File: config.mk
export PLATFORM = sky130hd
export DESIGN_NAME = slgf_recip
export DESIGN_NICKNAME = d
export VERILOG_FILES = /design/src/rtl/slgf_pkg.sv /design/src/rtl/slgf_recip.sv
export SDC_FILE = /design/constraint.sdc
export NUM_CORES = 1
export LEC_CHECK = 0
export BUFFER_PORTS_ARGS = -buffer_cell sky130_fd_sc_hd__buf_2
export CAP_MARGIN = 20
export CORE_MARGIN = 3
export CORE_UTILIZATION = 30
export CTS_CLUSTER_DIAMETER = 100
export DETAILED_ROUTE_END_ITERATION = 7
export SYNTH_ARGS = -nofsm -noshare
export SYNTH_HDL_FRONTEND = slang
export SYNTH_SLANG_ARGS = --single-unit
File: constraint.sdc
create_clock -name i_clk -period 2.85 [get_ports i_clk]
set_clock_uncertainty 0.2 [all_clocks]
set_input_delay 0.57 -clock i_clk [delete_from_list [all_inputs] [get_ports i_clk]]
set_output_delay 0.57 -clock i_clk [all_outputs]
set_load 0.005 [all_outputs]
File: src/rtl/slgf_pkg.sv
// ----------------------------------------------------------------------------
// slgf_pkg
// Shared widths, constants and types of the scheduled linear gain fader.
// ----------------------------------------------------------------------------
package slgf_pkg;

    localparam int SAMPLE_BITS    = 24;
    localparam int GAIN_FRAC_BITS = 14;
    localparam int GAIN_BITS      = 16;
    localparam int DELAY_BITS     = 32;
    localparam int LEN_BITS       = 24;
    localparam int RECIP_FRAC     = 24;
    localparam int RECIP_BITS     = RECIP_FRAC + 1;
    // (goal - start) times ramp position, plus the start term
    localparam int ACC_BITS       = GAIN_BITS + 1 + RECIP_BITS + 1;

    localparam logic [GAIN_BITS-1:0]  GAIN_UNITY = GAIN_BITS'(64'd1 << GAIN_FRAC_BITS);
    localparam logic [RECIP_BITS-1:0] Q24_ONE    = RECIP_BITS'(64'd1 << RECIP_FRAC);
    localparam logic [ACC_BITS-1:0]   Q24_HALF   = ACC_BITS'(64'd1 << (RECIP_FRAC - 1));

    typedef struct packed {
        logic                          action;
        logic signed [SAMPLE_BITS-1:0] left_in;
        logic signed [SAMPLE_BITS-1:0] right_in;
        logic [GAIN_BITS-1:0]          target_gain;
        logic [DELAY_BITS-1:0]         start_delay;
        logic [LEN_BITS-1:0]           ramp_samples;
    } t_in_item;

    typedef struct packed {
        logic signed [SAMPLE_BITS-1:0] left_out;
        logic signed [SAMPLE_BITS-1:0] right_out;
        logic [GAIN_BITS-1:0]          gain_now;
        logic                          fading;
        logic                          ramp_finished;
    } t_out_item;

    typedef struct packed {
        logic                 load;
        logic [GAIN_BITS-1:0] gain;
    } t_lane_ctrl;

    typedef struct packed {
        logic [GAIN_BITS-1:0] gain_now;
        logic                 fading;
        logic                 ramp_finished;
    } t_status;

    typedef struct packed {
        logic busy;
        logic done;
    } t_div_stat;

endpackage

File: src/rtl/slgf_recip.sv
// ----------------------------------------------------------------------------
// slgf_recip
// Restoring divider: floor(2^24 / den), one quotient bit per cycle.
// ----------------------------------------------------------------------------
module slgf_recip (
    input  logic                                i_clk,
    input  logic                                i_rst_n,
    input  logic                                i_start,
    input  logic [slgf_pkg::LEN_BITS-1:0]       i_den,
    output slgf_pkg::t_div_stat                 o_stat,
    output logic [slgf_pkg::RECIP_BITS-1:0]     o_quot
);

    localparam int LW = slgf_pkg::LEN_BITS;
    localparam int QW = slgf_pkg::RECIP_BITS;
    localparam int CW = $clog2(QW);

    logic          r_busy;
    logic          r_done;
    logic [CW-1:0] r_cnt;
    logic [LW-1:0] r_den;
    logic [LW-1:0] r_rem;
    logic [QW-1:0] r_dvd;
    logic [QW-1:0] r_quot;

    logic [LW:0]   w_trial;
    logic          w_fit;
    logic [LW:0]   w_diff;

    assign w_trial = {r_rem, r_dvd[QW-1]};
    assign w_fit   = (w_trial >= {1'b0, r_den});
    assign w_diff  = w_trial - {1'b0, r_den};

    always_ff @(posedge i_clk) begin
        if (!i_rst_n) begin
            r_busy <= 1'b0;
            r_done <= 1'b0;
            r_cnt  <= '0;
        end else begin
            r_done <= 1'b0;
            if (i_start) begin
                r_busy <= 1'b1;
                r_cnt  <= '0;
            end else if (r_busy) begin
                r_cnt <= r_cnt + CW'(1);
                if (r_cnt == CW'(QW - 1)) begin
                    r_busy <= 1'b0;
                    r_done <= 1'b1;
                end
            end
        end
    end

    always_ff @(posedge i_clk) begin
        if (i_start) begin
            r_den  <= i_den;
            r_rem  <= '0;
            r_dvd  <= slgf_pkg::Q24_ONE;
            r_quot <= '0;
        end else if (r_busy) begin
            r_rem  <= w_fit ? w_diff[LW-1:0] : w_trial[LW-1:0];
            r_dvd  <= {r_dvd[QW-2:0], 1'b0};
            r_quot <= {r_quot[QW-2:0], w_fit};
        end
    end

    assign o_stat.busy = r_busy;
    assign o_stat.done = r_done;
    assign o_quot      = r_quot;

endmodule

Word-level counts from Yosys, hierarchy flattened
Index checks and enable logic that the tools add are counted.

cells by class
  eq/ne operators = 1
  muxes and demuxes = 5
  add/sub/neg operators = 2
  bitwise operators = 2
  magnitude comparators = 1
  reductions and logical operators = 2

operator list
  kind                                                           count
  25-bit by 24-bit >= comparator with 1-bit output               1
  24-bit two-way mux                                             1
  24-bit subtractor                                              1
  5-bit by 1-bit adder with 5-bit output, second input constant  1
  5-bit equality test, second input constant                     1
  1-bit two-way mux                                              4
  3-bit OR reduction                                             1
  1-bit inverter                                                 2
  2-bit OR reduction                                             1

storage, ports and cells
  output and inout bits = 27
  bits of input ports = 27
  logic and storage cells = 20
  bits in registers = 81

Longest topological paths before layout
Gate-level depths: netlist of run 1.

  depth after elaboration = 4
  mapped depth = 12
  depth with buffers taken out = 10

Least setup slack after synthesis of run 1
No wires, ideal clock.

  path type = reg2reg
  start point = register r_den[1]
  end point = register r_rem[19]
  cell stages (with the launch flop) = 11
  buffers on the path = 1
  path slack = -45 ps
  setup time = 95 ps
  required time = 2555 ps
  arrival = 2599 ps
  cells stage by stage = edfxtp_1 -> inv_1 -> ha_1 -> nor2b_4 -> o31a_1 -> o311a_1 -> o2111a_1 -> o31a_1 -> buf_6 -> or4_1 -> o311ai_1

on the way
  longest elaborated chain between the ends = 2
  elaborated cells on any way between the ends = 3
  classes of those cells = 1 x add/sub; 1 x order compare; 1 x mux

RTL lines
  element                                                                                       line                                text
  start, declared                                                                               slgf_recip.sv:21                    logic [LW-1:0] r_den;
  start signal, assigned                                                                        slgf_recip.sv:56                    r_den <= i_den;
  24-bit subtractor / 25-bit by 24-bit >= comparator with 1-bit output (equally long branches)  slgf_recip.sv:32, slgf_recip.sv:31
  24-bit two-way mux *                                                                          slgf_recip.sv:61                    r_rem <= w_fit ? w_diff[LW-1:0] : w_trial[LW-1:0];
  end signal, assigned                                                                          slgf_recip.sv:61
  end, declared                                                                                 slgf_recip.sv:22                    logic [LW-1:0] r_rem;

Mark *: on every way between the ends. The rest lies on a longest branch, timed or not.
A chain may end at the register's enable or synchronous reset.

Worst setup path in the final report of run 1
  start point = register r_den[1]
  end point = register r_rem[20]

The elaborated chain is that of the path after synthesis.

==> metrics.txt, run 1 <==
# TYPE chip_impl_metric gauge
chip_impl_info{name="outcome",value="finished, violations left"} 1
chip_impl_info{name="failed_checks",value="setup timing"} 1
chip_impl_metric{name="area_of_the_core_region",unit="sq um"} 14600
chip_impl_metric{name="routedWlPerCell",unit="um"} 15.1
chip_impl_info{name="tritoncts",value="done"} 1
chip_impl_metric{name="detail_route.first_pass.iterations",unit=""} 5
chip_impl_metric{name="cts_num_sinks",unit=""} 81
chip_impl_metric{name="syn_nets",unit=""} 550
chip_impl_metric{name="antenna_violations_before_repair",unit=""} 0
chip_impl_metric{name="floorplan.io_pins",unit=""} 54
chip_impl_metric{name="cp_num_buf_inv",unit=""} 3
chip_impl_metric{name="timing.slew.headroom",unit="%"} 62.4
chip_impl_metric{name="crit_fanout",unit=""} 5
chip_impl_metric{name="grt_first_pass_wirelength",unit="mm"} 19.3
chip_impl_metric{name="worst_skew_pair.late_latency",unit="ns"} 0.35
chip_impl_metric{name="part_of_the_total_power_dissipated_in_the_clock_network",unit="%"} 35.4
chip_impl_metric{name="setup_violations",unit=""} 18
chip_impl_metric{name="asyncSetResetFlopFracSynth",unit="%"} 0
chip_impl_metric{name="placed_area",unit="sq um"} 5160
chip_impl_metric{name="worst_ir_drop_vdd",unit="uV"} 308
chip_impl_info{name="mostFrequentLayoutCell",value="nor2_1"} 1
chip_impl_metric{name="placementRows",unit=""} 44
chip_impl_info{name="critical_path.slowest_cell",value="edfxtp_1"} 1
chip_impl_metric{name="hpwlAfterDp",unit="mm"} 8.34
chip_impl_metric{name="timing_max_transition_violations_final",unit=""} 0
chip_impl_metric{name="synth-edff-count",unit=""} 24
chip_impl_metric{name="grt_pass1_vias",unit=""} 4066
chip_impl_metric{name="synth.yosys.seq_area_share",unit="%"} 41.4
chip_impl_info{name="synth_ff_type",value="dfxtp_1"} 1
chip_impl_metric{name="synth.avg_cell_area",unit="sq um"} 9.07
chip_impl_metric{name="rrSetupSlack",unit="ns"} -0.12
chip_impl_metric{name="fmax",unit="GHz"} 0.337
chip_impl_metric{name="yosysWarnings",unit=""} 0
chip_impl_info{name="crit_path_cell_trace",value="inv_2 -> ha_4 -> nor2b_4 -> o31a_1 -> o311a_1 -> o2111a_1 -> o31a_1 -> buf_6 -> buf_4 -> o41ai_2 -> a21oi_1"} 1
chip_impl_metric{name="path_clk_slew",unit="ns"} 0.07
chip_impl_metric{name="die_width",unit="um"} 128
chip_impl_metric{name="h_tree_depth",unit=""} 3
chip_impl_metric{name="area_added_between_synthesis_and_finish",unit="%"} 26.0
chip_impl_metric{name="drt-initial-drc-count",unit=""} 274
chip_impl_metric{name="drt-vias-per-instance",unit=""} 5.27
chip_impl_info{name="most_frequent_cells_in_the_layout",value="nor2_1, dfxtp_1, buf_2, buf_4, inv_1"} 1
chip_impl_info{name="worstHoldPathType",value="primary input to register"} 1
chip_impl_metric{name="cts_max_path_buffers",unit=""} 2
chip_impl_metric{name="internal_power",unit="mW"} 2.14
chip_impl_info{name="critical_path.endpoint_type",value="register"} 1
chip_impl_metric{name="cp_slowest_stage_delay",unit="ns"} 0.41
chip_impl_metric{name="globalRoute.totalOverflow",unit=""} 0
chip_impl_info{name="startpoint_class_of_the_critical_path",value="register"} 1
chip_impl_metric{name="num_vias",unit=""} 4057
chip_impl_metric{name="timing.hold.ws",unit="ns"} 0.195
chip_impl_metric{name="n_antenna_cell",unit=""} 0
chip_impl_metric{name="setup_ws",unit="ns"} -0.118
chip_impl_info{name="rsz_0062_raised_after_global_routing",value="true"} 1
chip_impl_metric{name="arrival",unit="ns"} 3.00
chip_impl_metric{name="syn-instance-count",unit=""} 496
chip_impl_metric{name="power_leakage",unit="nW"} 2.46
chip_impl_metric{name="drt-total-wl",unit="mm"} 11.6
chip_impl_metric{name="finalHoldViolations",unit=""} 0
chip_impl_metric{name="ys_ff_latch",unit=""} 81
chip_impl_metric{name="grt_start_max_net_pins",unit=""} 40
chip_impl_metric{name="fraction_of_power_consumed_by_combinational_cells",unit="%"} 21.9
chip_impl_metric{name="seq_power_share",unit="%"} 42.7
chip_impl_metric{name="grtUsageTotal",unit="%"} 14.6
chip_impl_metric{name="total_power_divided_by_cell_area",unit="nW/um^2"} 533
chip_impl_info{name="ctsRootBufferMaster",value="clkbuf_16"} 1
chip_impl_metric{name="place_congestion",unit=""} 0.951
chip_impl_metric{name="final.period_utilization",unit="%"} 104
chip_impl_metric{name="design.final.nets",unit=""} 635
chip_impl_metric{name="finish.instance_area",unit="sq um"} 5670
chip_impl_metric{name="synthDistinctLibCells",unit=""} 55
chip_impl_info{name="cpLargestDelayFamily",value="compound AO/OA/AOI/OAI gates"} 1
chip_impl_metric{name="max_cap_violations",unit=""} 0
chip_impl_metric{name="proportion_of_layout_cells_with_a_drive_suffix_above_1",unit="%"} 25.4
chip_impl_metric{name="final_period_minus_worst_setup_slack",unit="ns"} 2.97
chip_impl_metric{name="start_util",unit="%"} 30.8
chip_impl_metric{name="p_sw_share",unit="%"} 29.3
chip_impl_metric{name="detail_route.drc_violations",unit=""} 0
chip_impl_metric{name="worst-slew-pin-transition",unit="ns"} 0.564
chip_impl_metric{name="synthesis.area",unit="sq um"} 4500
chip_impl_metric{name="die-area",unit="sq um"} 16500
chip_impl_metric{name="data_required_time_at_the_worst_endpoint",unit="ns"} 2.88
chip_impl_metric{name="ant_nets",unit=""} 0
chip_impl_metric{name="i_o_buffers",unit=""} 53
chip_impl_info{name="crit_type",value="register to register"} 1
chip_impl_metric{name="netSwitchingPower",unit="mW"} 0.884
chip_impl_metric{name="fp.dieH",unit="um"} 128
chip_impl_info{name="path_common_cell",value="o31a_1"} 1
chip_impl_metric{name="numCtsBuffers",unit=""} 9
[power groups by stage]
stage | Combinational [mW] | Sequential (mW) | Clock [mW]
global placement | 0.596 | 1.31 | 0
finish | 0.662 | 1.29 | 1.07
detailed placement | 0.600 | 1.31 | 0
CTS | 0.613 | 1.29 | 1.12
global route | 0.734 | 1.30 | 1.17
floorplan | 0.416 | 1.29 | 0
[per-layer routing]
layer | share of wire (%) | up-vias | routed length (um) | GRT usage [%]
li1 | - | 1982 | - | -
met1 | 45 | 1942 | 5220 | 18.5
met2 | 46 | 113 | 5380 | 23.0
met3 | 6.8 | 20 | 789 | 4.44
met4 | 2.2 | 0 | 255 | 6.12
met5 | 0 | - | 0 | 0
[cells in the mapped netlist (all sizes together) (4+ instances only)]
library cell,number,share of area [%]
dfxtp,57,25
nand4,6,0.83
nor2,59,4.9
xor2,9,1.8
a21oi,26,2.9
nand2b,4,0.56
and3,12,1.7
buf,14,1.9
clkbuf,13,1.1
o211ai,4,0.67
o31ai,4,0.78
edfxtp,24,16
or3,4,0.56
nand2,31,2.6
nor3,6,0.67
a311oi,14,2.7
o21ai,25,2.8
a21o,7,1.2
nor2b,8,1.3
xnor2,7,1.4
inv,33,2.8
a211o,4,0.78
ha,26,7.2
a211oi,4,0.67
nor4,4,0.56
a31oi,6,0.83
nand3,19,2.1
o21a,7,1.2
mux2i,27,6.0
[final timing paths]
path                                              from                     end  cells after the start
worst max register to register      r_den[1]$_DFFE_PP_  r_rem[20]$_SDFFE_PP0P_                     11
worst min register to register  r_rem[10]$_SDFFE_PP0P_  r_rem[10]$_SDFFE_PP0P_                      2
worst min-delay path                         i_den[23]     r_den[23]$_DFFE_PP_                      1
worst max-delay path                r_den[1]$_DFFE_PP_  r_rem[20]$_SDFFE_PP0P_                     11
[final cells by class]
| class | instances | area [sq um] |
|---|---|---|
| Fill cell | 1462 | 8920 |
| Timing Repair Buffer | 101 | 637 |
| Tap cell | 184 | 230 |
| Multi-Input combinational cell | 355 | 2540 |
| Sequential cell | 81 | 1860 |
| Clock buffer | 11 | 233 |
| Clock inverter | 5 | 41.3 |
| Inverter | 33 | 124 |
[cell families (layout without fill, tap and decap cells)]
group,count (synthesis),in the layout,share of synthesized area [%]
compound gates,125,125,19.1
xor+xnor,16,16,3.12
fa+ha+maj,27,27,7.68
buf+inv,60,150,5.76
flops,81,81,41.4
mux,27,27,6.01
simple gates,160,160,16.9
[registers in the layout, summed over array words and instances (netlist names)]
register	flops
r_cnt	5
r_busy	1
r_den	24
r_dvd	1
r_rem	24
r_done	1
o_quot	25
[stage by stage]
step	total power [mW]	worst slack [ns]	instances	setup TNS, ns	util, %
finish	3.02	-0.118	770	-0.786	38.9
global route	3.20	-0.196	770	-2.88	38.9
CTS	3.02	-0.0464	764	-0.311	37.6
detailed placement	1.91	-0.127	746	-0.770	35.4
global placement	1.91	-0.0523	746	-0.209	35.4
floorplan	1.71	-0.0444	496	-0.108	-
[repair_timing]
item / CTS / global route
gates resized for setup: 9 / 39
setup endpoints to repair: 19 / 25
hold buffers: 0 / 0
buffers inserted: 2 / 6
pin swaps: 5 / 29
(Power assumes the default switching activity.)
==> run 2, diff against run 1 <==
--- a/config.mk
+++ b/config.mk
@@ -5,6 +5,7 @@
 export SDC_FILE = /design/constraint.sdc
 export NUM_CORES = 1
 export LEC_CHECK = 0
+export ABC_AREA = 1
 export BUFFER_PORTS_ARGS = -buffer_cell sky130_fd_sc_hd__buf_2
 export CAP_MARGIN = 20
 export CORE_MARGIN = 3
==> run 2 against run 1 <==
Hold slack got worse by 0.014 ns. The flow now finishes without violations. Sequential share of layout area decreased by 1.4 points. Cell area increased by 4.3%. Sequential power about the same. Die area increased by 13%. Count of clock-buffer cells in the layout decreased by 1. First-iteration DRC count decreased by 7.7%. Power decreased by 6.5%. Largest power group unchanged. Setup slack improved by 0.51 ns. Critical path depth increased by 5.
==> metrics.txt, run 2 <==
# TYPE chip_impl_metric gauge
chip_impl_info{name="cpLargestDelayFamily",value="simple AND/OR/NAND/NOR gates"} 1
chip_impl_info{name="ys_top_cells_by_count",value="nand2_1, inv_1, nor2_1"} 1
chip_impl_metric{name="cp_num_buf_inv",unit=""} 6
chip_impl_metric{name="crit_fanout",unit=""} 10
chip_impl_metric{name="finalHoldViolations",unit=""} 0
chip_impl_metric{name="ys_ff_latch",unit=""} 81
chip_impl_metric{name="setup_violations",unit=""} 0
chip_impl_metric{name="ant_nets",unit=""} 0
chip_impl_metric{name="drt-initial-drc-count",unit=""} 253
chip_impl_metric{name="final.period_utilization",unit="%"} 86.3
chip_impl_metric{name="grt_first_pass_wirelength",unit="mm"} 21.1
chip_impl_info{name="mostFrequentLayoutCell",value="nand2_1"} 1
chip_impl_metric{name="grt_pass1_vias",unit=""} 4355
chip_impl_metric{name="arrival",unit="ns"} 2.56
chip_impl_info{name="hold_end",value="r_den[5]$_DFFE_PP_"} 1
chip_impl_metric{name="yosysWarnings",unit=""} 0
chip_impl_metric{name="synth.avg_cell_area",unit="sq um"} 6.74
chip_impl_metric{name="die_width",unit="um"} 136
chip_impl_metric{name="drt-vias-per-instance",unit=""} 4.51
chip_impl_metric{name="fin_setup_tns",unit="ns"} 0
chip_impl_metric{name="start_util",unit="%"} 30.7
chip_impl_metric{name="asyncSetResetFlopFracSynth",unit="%"} 0
chip_impl_metric{name="worst-slew-pin-transition",unit="ns"} 0.575
chip_impl_metric{name="fmax",unit="GHz"} 0.407
chip_impl_metric{name="proportion_of_layout_cells_with_a_drive_suffix_above_1",unit="%"} 15.1
chip_impl_metric{name="post_cts_buffers",unit=""} 0
chip_impl_metric{name="post_cts_hold_fix_bufs",unit=""} 0
chip_impl_metric{name="design.final.nets",unit=""} 863
chip_impl_metric{name="grt_start_max_net_pins",unit=""} 35
chip_impl_metric{name="syn_nets",unit=""} 811
chip_impl_metric{name="die-area",unit="sq um"} 18600
chip_impl_metric{name="cts_max_path_buffers",unit=""} 2
chip_impl_metric{name="i_o_buffers",unit=""} 53
chip_impl_metric{name="total_power_divided_by_cell_area",unit="nW/um^2"} 477
chip_impl_info{name="crit_type",value="register to register"} 1
chip_impl_metric{name="detail_route.drc_violations",unit=""} 0
chip_impl_metric{name="numCtsBuffers",unit=""} 9
chip_impl_info{name="reg2reg_to",value="r_rem[19]$_SDFFE_PP0P_"} 1
chip_impl_metric{name="drt-total-wl",unit="mm"} 12.8
chip_impl_metric{name="cts_num_sinks",unit=""} 81
chip_impl_metric{name="grtUsageTotal",unit="%"} 14.4
chip_impl_info{name="timing.rr.start",value="r_den[8]$_DFFE_PP_"} 1
chip_impl_metric{name="setup_ws",unit="ns"} 0.391
chip_impl_metric{name="syn-instance-count",unit=""} 757
chip_impl_metric{name="synth-edff-count",unit=""} 24
chip_impl_info{name="tritoncts",value="done"} 1
chip_impl_info{name="critical_path.endpoint_type",value="register"} 1
chip_impl_info{name="outcome",value="finished clean"} 1
chip_impl_metric{name="routedWlPerCell",unit="um"} 12.4
chip_impl_metric{name="detail_route.first_pass.iterations",unit=""} 5
chip_impl_metric{name="place_congestion",unit=""} 0.877
chip_impl_info{name="synth.most_common_cell",value="nand2_1"} 1
chip_impl_info{name="startpoint_class_of_the_critical_path",value="register"} 1
chip_impl_info{name="worst_hold_startpoint",value="i_den[5]"} 1
chip_impl_metric{name="instance_count_along_the_most_critical_hold_path",unit=""} 1
chip_impl_metric{name="timing_max_transition_violations_final",unit=""} 0
chip_impl_metric{name="fp.dieH",unit="um"} 136
chip_impl_metric{name="num_vias",unit=""} 4660
chip_impl_metric{name="placementRows",unit=""} 47
chip_impl_metric{name="rrSetupSlack",unit="ns"} 0.39
chip_impl_metric{name="area_of_the_core_region",unit="sq um"} 16600
chip_impl_metric{name="ctsResizeCount",unit=""} 0
chip_impl_metric{name="finalPower",unit="mW"} 2.82
chip_impl_metric{name="globalRoute.totalOverflow",unit=""} 0
chip_impl_metric{name="synthDistinctLibCells",unit=""} 37
chip_impl_info{name="netlist_top_cells_area",value="dfxtp_1, nand2_1, edfxtp_1, inv_1, ha_1"} 1
chip_impl_metric{name="area_added_between_synthesis_and_finish",unit="%"} 15.9
chip_impl_metric{name="data_required_time_at_the_worst_endpoint",unit="ns"} 2.95
chip_impl_info{name="crit_path_cell_trace",value="inv_1 -> ha_1 -> nand2_1 -> inv_1 -> nand2_1 -> nand2_1 -> clkinv_1 -> nand3_2 -> nand2_2 -> inv_1 -> nor2_2 -> buf_4 -> nand4_1 -> nand3_1 -> nand2_1 -> inv_1"} 1
chip_impl_metric{name="yosys.area.top_type_share",unit="%"} 22.4
chip_impl_metric{name="max_cap_violations",unit=""} 0
chip_impl_metric{name="power_leakage",unit="nW"} 3.21
chip_impl_info{name="rsz_0062_raised_after_global_routing",value="false"} 1
chip_impl_metric{name="h_tree_depth",unit=""} 3
chip_impl_metric{name="synthesis.area",unit="sq um"} 5100
chip_impl_metric{name="path_clk_slew",unit="ns"} 0.07
chip_impl_metric{name="worstRegToRegCells",unit=""} 16
chip_impl_metric{name="synth.yosys.seq_area_share",unit="%"} 36.5
chip_impl_metric{name="timing.slew.headroom",unit="%"} 61.6
chip_impl_metric{name="antenna_violations_before_repair",unit=""} 0
chip_impl_metric{name="place_ws",unit="ns"} 0.422
chip_impl_metric{name="worst_skew_pair.late_latency",unit="ns"} 0.36
chip_impl_info{name="most_frequent_cells_in_the_layout",value="nand2_1, inv_1, nor2_1, nand3_1, dfxtp_1"} 1
chip_impl_info{name="synth_top_area_cell",value="dfxtp_1"} 1
chip_impl_info{name="synth_ff_type",value="dfxtp_1"} 1
chip_impl_metric{name="worst_ir_drop_vdd",unit="uV"} 228
chip_impl_metric{name="hpwlAfterDp",unit="mm"} 9.49
chip_impl_metric{name="largest_register_ff_count",unit=""} 25
chip_impl_metric{name="cp_slowest_stage_delay",unit="ns"} 0.35
chip_impl_info{name="ctsRootBufferMaster",value="clkbuf_16"} 1
chip_impl_metric{name="n_antenna_cell",unit=""} 0
chip_impl_info{name="critical_path.slowest_cell",value="ha_1"} 1
chip_impl_metric{name="floorplan.io_pins",unit=""} 54
chip_impl_info{name="worstHoldPathType",value="primary input to register"} 1
chip_impl_metric{name="final_period_minus_worst_setup_slack",unit="ns"} 2.46
-- run 2: changes by cell type after synthesis, sizes merged, moves of 14 or more --
cell and change:
mux2i -27, nand3 +46, nor2 +27, inv +109, a311oi -14, nand2 +209
-- run 2: worst max-delay path by stage --
stage,from,to,cells past startpoint
final,r_den[8]$_DFFE_PP_,r_rem[19]$_SDFFE_PP0P_,16
after global routing,r_den[7]$_DFFE_PP_,r_rem[19]$_SDFFE_PP0P_,16
after CTS,r_den[8]$_DFFE_PP_,r_rem[19]$_SDFFE_PP0P_,16
after detailed placement,r_den[8]$_DFFE_PP_,r_rem[2]$_SDFFE_PP0P_,15
after global placement,r_den[8]$_DFFE_PP_,r_rem[2]$_SDFFE_PP0P_,15
after floorplan,r_den[0]$_DFFE_PP_,r_rem[12]$_SDFFE_PP0P_,12
-- run 2: metal layers --
metal	vias to the layer above	part of all wire (%)	global-route usage [%]	wire length [um]
li1	2446	-	-	-
met1	2093	47	19.3	6030
met2	98	46	22.9	5850
met3	23	4.5	2.29	580
met4	0	2.5	6.22	323
met5	-	0	0	0
-- run 2: through the flow --
stage          utilization, %  std cells  area (sq um)  hold WS, ns
6_report                 35.5       1034          5910        0.182
5_1_grt                  35.5       1034          5910        0.179
4_1_cts                  35.5       1034          5910        0.172
3_5_place_dp             33.7       1018          5610        0.278
3_3_place_gp             33.7       1018          5610        0.275
2_1_floorplan               -        757          5100        0.257
-- run 2: final cells by class --
class,instances,area [sq um]
Tap cell,220,275
Clock buffer,10,250
Inverter,144,541
Clock inverter,6,52.6
Fill cell,1805,10700
Multi-Input combinational cell,508,2560
Sequential cell,81,1860
Timing Repair Buffer,65,368
-- run 2: logic make-up after synthesis --
kind of cell,Yosys count,synth area share [%]
AO/OA/AOI/OAI,52,5.54
XOR/XNOR,9,1.55
adder cells (fa/ha/maj),27,6.77
buffers and inverters,168,13.2
flip-flops,81,36.5
AND/OR/NAND/NOR,420,36.4
-- run 2: power breakdown --
group | internal [mW] | total (mW) | switching (mW) | leakage, nW
Clock | 0.663 | 1.19 | 0.529 | 0.152
Combinational | 0.125 | 0.351 | 0.226 | 2.36
Sequential | 1.25 | 1.28 | 0.0346 | 0.700
Total | 2.03 | 2.82 | 0.789 | 3.21
-- run 2: worst reg2reg max path, stage by stage (launching register included) --
cell and delay [ns]:
edfxtp_1 0.33, inv_1 0.05, ha_1 0.35, nand2_1 0.14, inv_1 0.05, nand2_1 0.06
nand2_1 0.07, clkinv_1 0.06, nand3_2 0.13, nand2_2 0.12, inv_1 0.05, nor2_2 0.23
buf_4 0.24, nand4_1 0.13, nand3_1 0.12, nand2_1 0.05, inv_1 0.04
==> run 3, diff against run 2 <==
--- a/config.mk
+++ b/config.mk
@@ -9,9 +9,10 @@
 export BUFFER_PORTS_ARGS = -buffer_cell sky130_fd_sc_hd__buf_2
 export CAP_MARGIN = 20
 export CORE_MARGIN = 3
-export CORE_UTILIZATION = 30
+export CORE_UTILIZATION = 43
 export CTS_CLUSTER_DIAMETER = 100
 export DETAILED_ROUTE_END_ITERATION = 7
+export SKIP_CTS_REPAIR_TIMING = 1
 export SYNTH_ARGS = -nofsm -noshare
 export SYNTH_HDL_FRONTEND = slang
 export SYNTH_SLANG_ARGS = --single-unit
==> run 3 against run 2 <==
Cell area fell by 1.6%. Sequential cell count is the same. Wire length is 0.80% lower. Register-to-register slack got worse by 0.17 ns. Hold slack better by 0.013 ns. Core utilization grew 15 points. Sequential power about the same. Critical path depth fell by 3. Maximum frequency is 6.5% lower. Clock power increased by 3%. Sequential share of layout area is 0.50 points higher. Global-route usage up 5.7 points. Critical path type unchanged. Critical endpoint is now r_rem[20]$_SDFFE_PP0P_. Largest power group unchanged.
==> metrics.txt, run 3 (same netlist as run 2, synthesis figures left out) <==
# TYPE chip_impl_metric gauge
chip_impl_info{name="rsz_0062_raised_after_global_routing",value="false"} 1
chip_impl_metric{name="worst_skew_pair.late_latency",unit="ns"} 0.35
chip_impl_metric{name="ant_nets",unit=""} 0
chip_impl_metric{name="place_congestion",unit=""} 0.930
chip_impl_metric{name="arrival",unit="ns"} 2.73
chip_impl_info{name="ctsRootBufferMaster",value="clkbuf_16"} 1
chip_impl_metric{name="placedCellCount",unit=""} 939
chip_impl_metric{name="detail_route.drc_violations",unit=""} 0
chip_impl_info{name="outcome",value="finished clean"} 1
chip_impl_metric{name="grt_start_max_net_pins",unit=""} 33
chip_impl_info{name="startpoint_class_of_the_critical_path",value="register"} 1
chip_impl_info{name="critical_path.endpoint_type",value="register"} 1
chip_impl_metric{name="drt-vias-per-instance",unit=""} 4.89
chip_impl_metric{name="data_required_time_at_the_worst_endpoint",unit="ns"} 2.95
chip_impl_metric{name="fp.dieH",unit="um"} 115
chip_impl_metric{name="largest_register_ff_count",unit=""} 25
chip_impl_metric{name="detail_route.first_pass.iterations",unit=""} 5
chip_impl_metric{name="grt_first_pass_wirelength",unit="mm"} 21.0
chip_impl_metric{name="floorplan.io_pins",unit=""} 54
chip_impl_info{name="crit_type",value="register to register"} 1
chip_impl_info{name="mostFrequentLayoutCell",value="nand2_1"} 1
chip_impl_metric{name="total_power_divided_by_cell_area",unit="nW/um^2"} 490
chip_impl_metric{name="antenna_violations_before_repair",unit=""} 0
chip_impl_metric{name="final_period_minus_worst_setup_slack",unit="ns"} 2.63
chip_impl_metric{name="h_tree_depth",unit=""} 3
chip_impl_metric{name="globalRoute.totalOverflow",unit=""} 0
chip_impl_metric{name="routedWlPerCell",unit="um"} 13.3
chip_impl_metric{name="cp_num_buf_inv",unit=""} 3
chip_impl_metric{name="num_vias",unit=""} 4666
chip_impl_metric{name="power_leakage",unit="nW"} 3.21
chip_impl_metric{name="proportion_of_layout_cells_with_a_drive_suffix_above_1",unit="%"} 14.8
chip_impl_metric{name="final.period_utilization",unit="%"} 92.3
chip_impl_metric{name="setup_violations",unit=""} 0
chip_impl_metric{name="cp_slowest_stage_delay",unit="ns"} 0.50
chip_impl_metric{name="fin_setup_tns",unit="ns"} 0
chip_impl_metric{name="design.final.nets",unit=""} 861
chip_impl_metric{name="area_added_between_synthesis_and_finish",unit="%"} 14.1
chip_impl_metric{name="finalHoldViolations",unit=""} 0
chip_impl_metric{name="crit_fanout",unit=""} 12
chip_impl_info{name="cpLargestDelayFamily",value="simple AND/OR/NAND/NOR gates"} 1
chip_impl_metric{name="grtUsageTotal",unit="%"} 20.1
chip_impl_metric{name="core_occupancy_in_the_finished_layout",unit="%"} 50.5
chip_impl_metric{name="drt-total-wl",unit="mm"} 12.7
chip_impl_metric{name="worst_ir_drop_vdd",unit="uV"} 434
chip_impl_metric{name="timing.slew.headroom",unit="%"} 58.2
chip_impl_metric{name="placementRows",unit=""} 39
chip_impl_info{name="worstHoldPathType",value="primary input to register"} 1
chip_impl_metric{name="drt-initial-drc-count",unit=""} 251
chip_impl_metric{name="grt_pass1_vias",unit=""} 4451
chip_impl_metric{name="place_ws",unit="ns"} 0.256
chip_impl_info{name="crit_path_cell_trace",value="inv_1 -> ha_1 -> a21oi_1 -> nor2_1 -> nor2_1 -> nand2_1 -> inv_1 -> nand2_1 -> nor2_2 -> nand4_1 -> nand3_1 -> nand2_1 -> inv_1"} 1
chip_impl_metric{name="numCtsBuffers",unit=""} 9
chip_impl_metric{name="final-instance-count-excl-fill",unit=""} 955
chip_impl_metric{name="fmax",unit="GHz"} 0.380
chip_impl_metric{name="cts_max_path_buffers",unit=""} 2
chip_impl_metric{name="hpwlAfterDp",unit="mm"} 9.31
chip_impl_metric{name="n_antenna_cell",unit=""} 0
chip_impl_info{name="tritoncts",value="done"} 1
chip_impl_metric{name="cts_num_sinks",unit=""} 81
chip_impl_metric{name="start_util",unit="%"} 44.3
chip_impl_metric{name="max_cap_violations",unit=""} 0
chip_impl_metric{name="die_width",unit="um"} 115
chip_impl_metric{name="timing_max_transition_violations_final",unit=""} 0
chip_impl_metric{name="area_of_the_core_region",unit="sq um"} 11500
chip_impl_metric{name="path_clk_slew",unit="ns"} 0.06
chip_impl_metric{name="i_o_buffers",unit=""} 53
chip_impl_metric{name="die-area",unit="sq um"} 13200
chip_impl_metric{name="worst-slew-pin-transition",unit="ns"} 0.627
chip_impl_info{name="critical_path.slowest_cell",value="nor2_2"} 1
chip_impl_metric{name="setup_ws",unit="ns"} 0.219
chip_impl_info{name="most_frequent_cells_in_the_layout",value="nand2_1, inv_1, nor2_1, nand3_1, dfxtp_1"} 1
## run 3: final timing paths
| kind | start | slack (ns) | depth (start not counted) | to |
|---|---|---|---|---|
| setup / recovery | r_den[22]$_DFFE_PP_ | 0.22 | 13 | r_rem[20]$_SDFFE_PP0P_ |
| hold / removal | i_den[18] | 0.19 | 1 | r_den[18]$_DFFE_PP_ |
| setup reg to reg | r_den[22]$_DFFE_PP_ | 0.22 | 13 | r_rem[20]$_SDFFE_PP0P_ |
| hold reg to reg | r_dvd[24]$_SDFFE_PP1P_ | 0.29 | 2 | r_dvd[24]$_SDFFE_PP1P_ |
## run 3: cell type report
cell class                 count  area (sq um)
inverter                     144           541
clock inverter                 2          15.0
timing repair buffer          63           353
multi-input combinational    508          2560
clock buffer                  14           307
fill                        1175          5700
sequential                    81          1860
tap                          143           179
## run 3: through the flow
stage,instance area [sq um],hold WS [ns],power [mW]
final,5820,0.194,2.85
after CTS,5820,0.182,2.89
after detailed placement,5500,0.281,1.65
after floorplan,5100,0.257,1.53
after global placement,5500,0.277,1.65
after global routing,5820,0.183,2.99
## run 3: metal layers
| metal | GRT usage [%] | vias to the layer above | share of wire, % |
|---|---|---|---|
| li1 | - | 2440 | - |
| met5 | 0 | - | 0 |
| met3 | 5.58 | 16 | 5.4 |
| met4 | 6.57 | 0 | 1.2 |
| met2 | 32.0 | 104 | 46 |
| met1 | 26.3 | 2106 | 47 |
## run 3: worst register-to-register path, stage by stage (launching register included)
cell and delay (ns):
edfxtp_1 0.33, inv_1 0.05, ha_1 0.35, a21oi_1 0.23
nor2_1 0.07, nor2_1 0.14, nand2_1 0.14, inv_1 0.08
nand2_1 0.06, nor2_2 0.50, nand4_1 0.21, nand3_1 0.13
nand2_1 0.05, inv_1 0.05
## run 3: power by group
part | total [mW] | leakage, nW | internal, mW | switching [mW]
clock | 1.23 | 0.160 | 0.747 | 0.479
sequential | 1.28 | 0.700 | 1.25 | 0.0364
combinational | 0.342 | 2.35 | 0.124 | 0.218
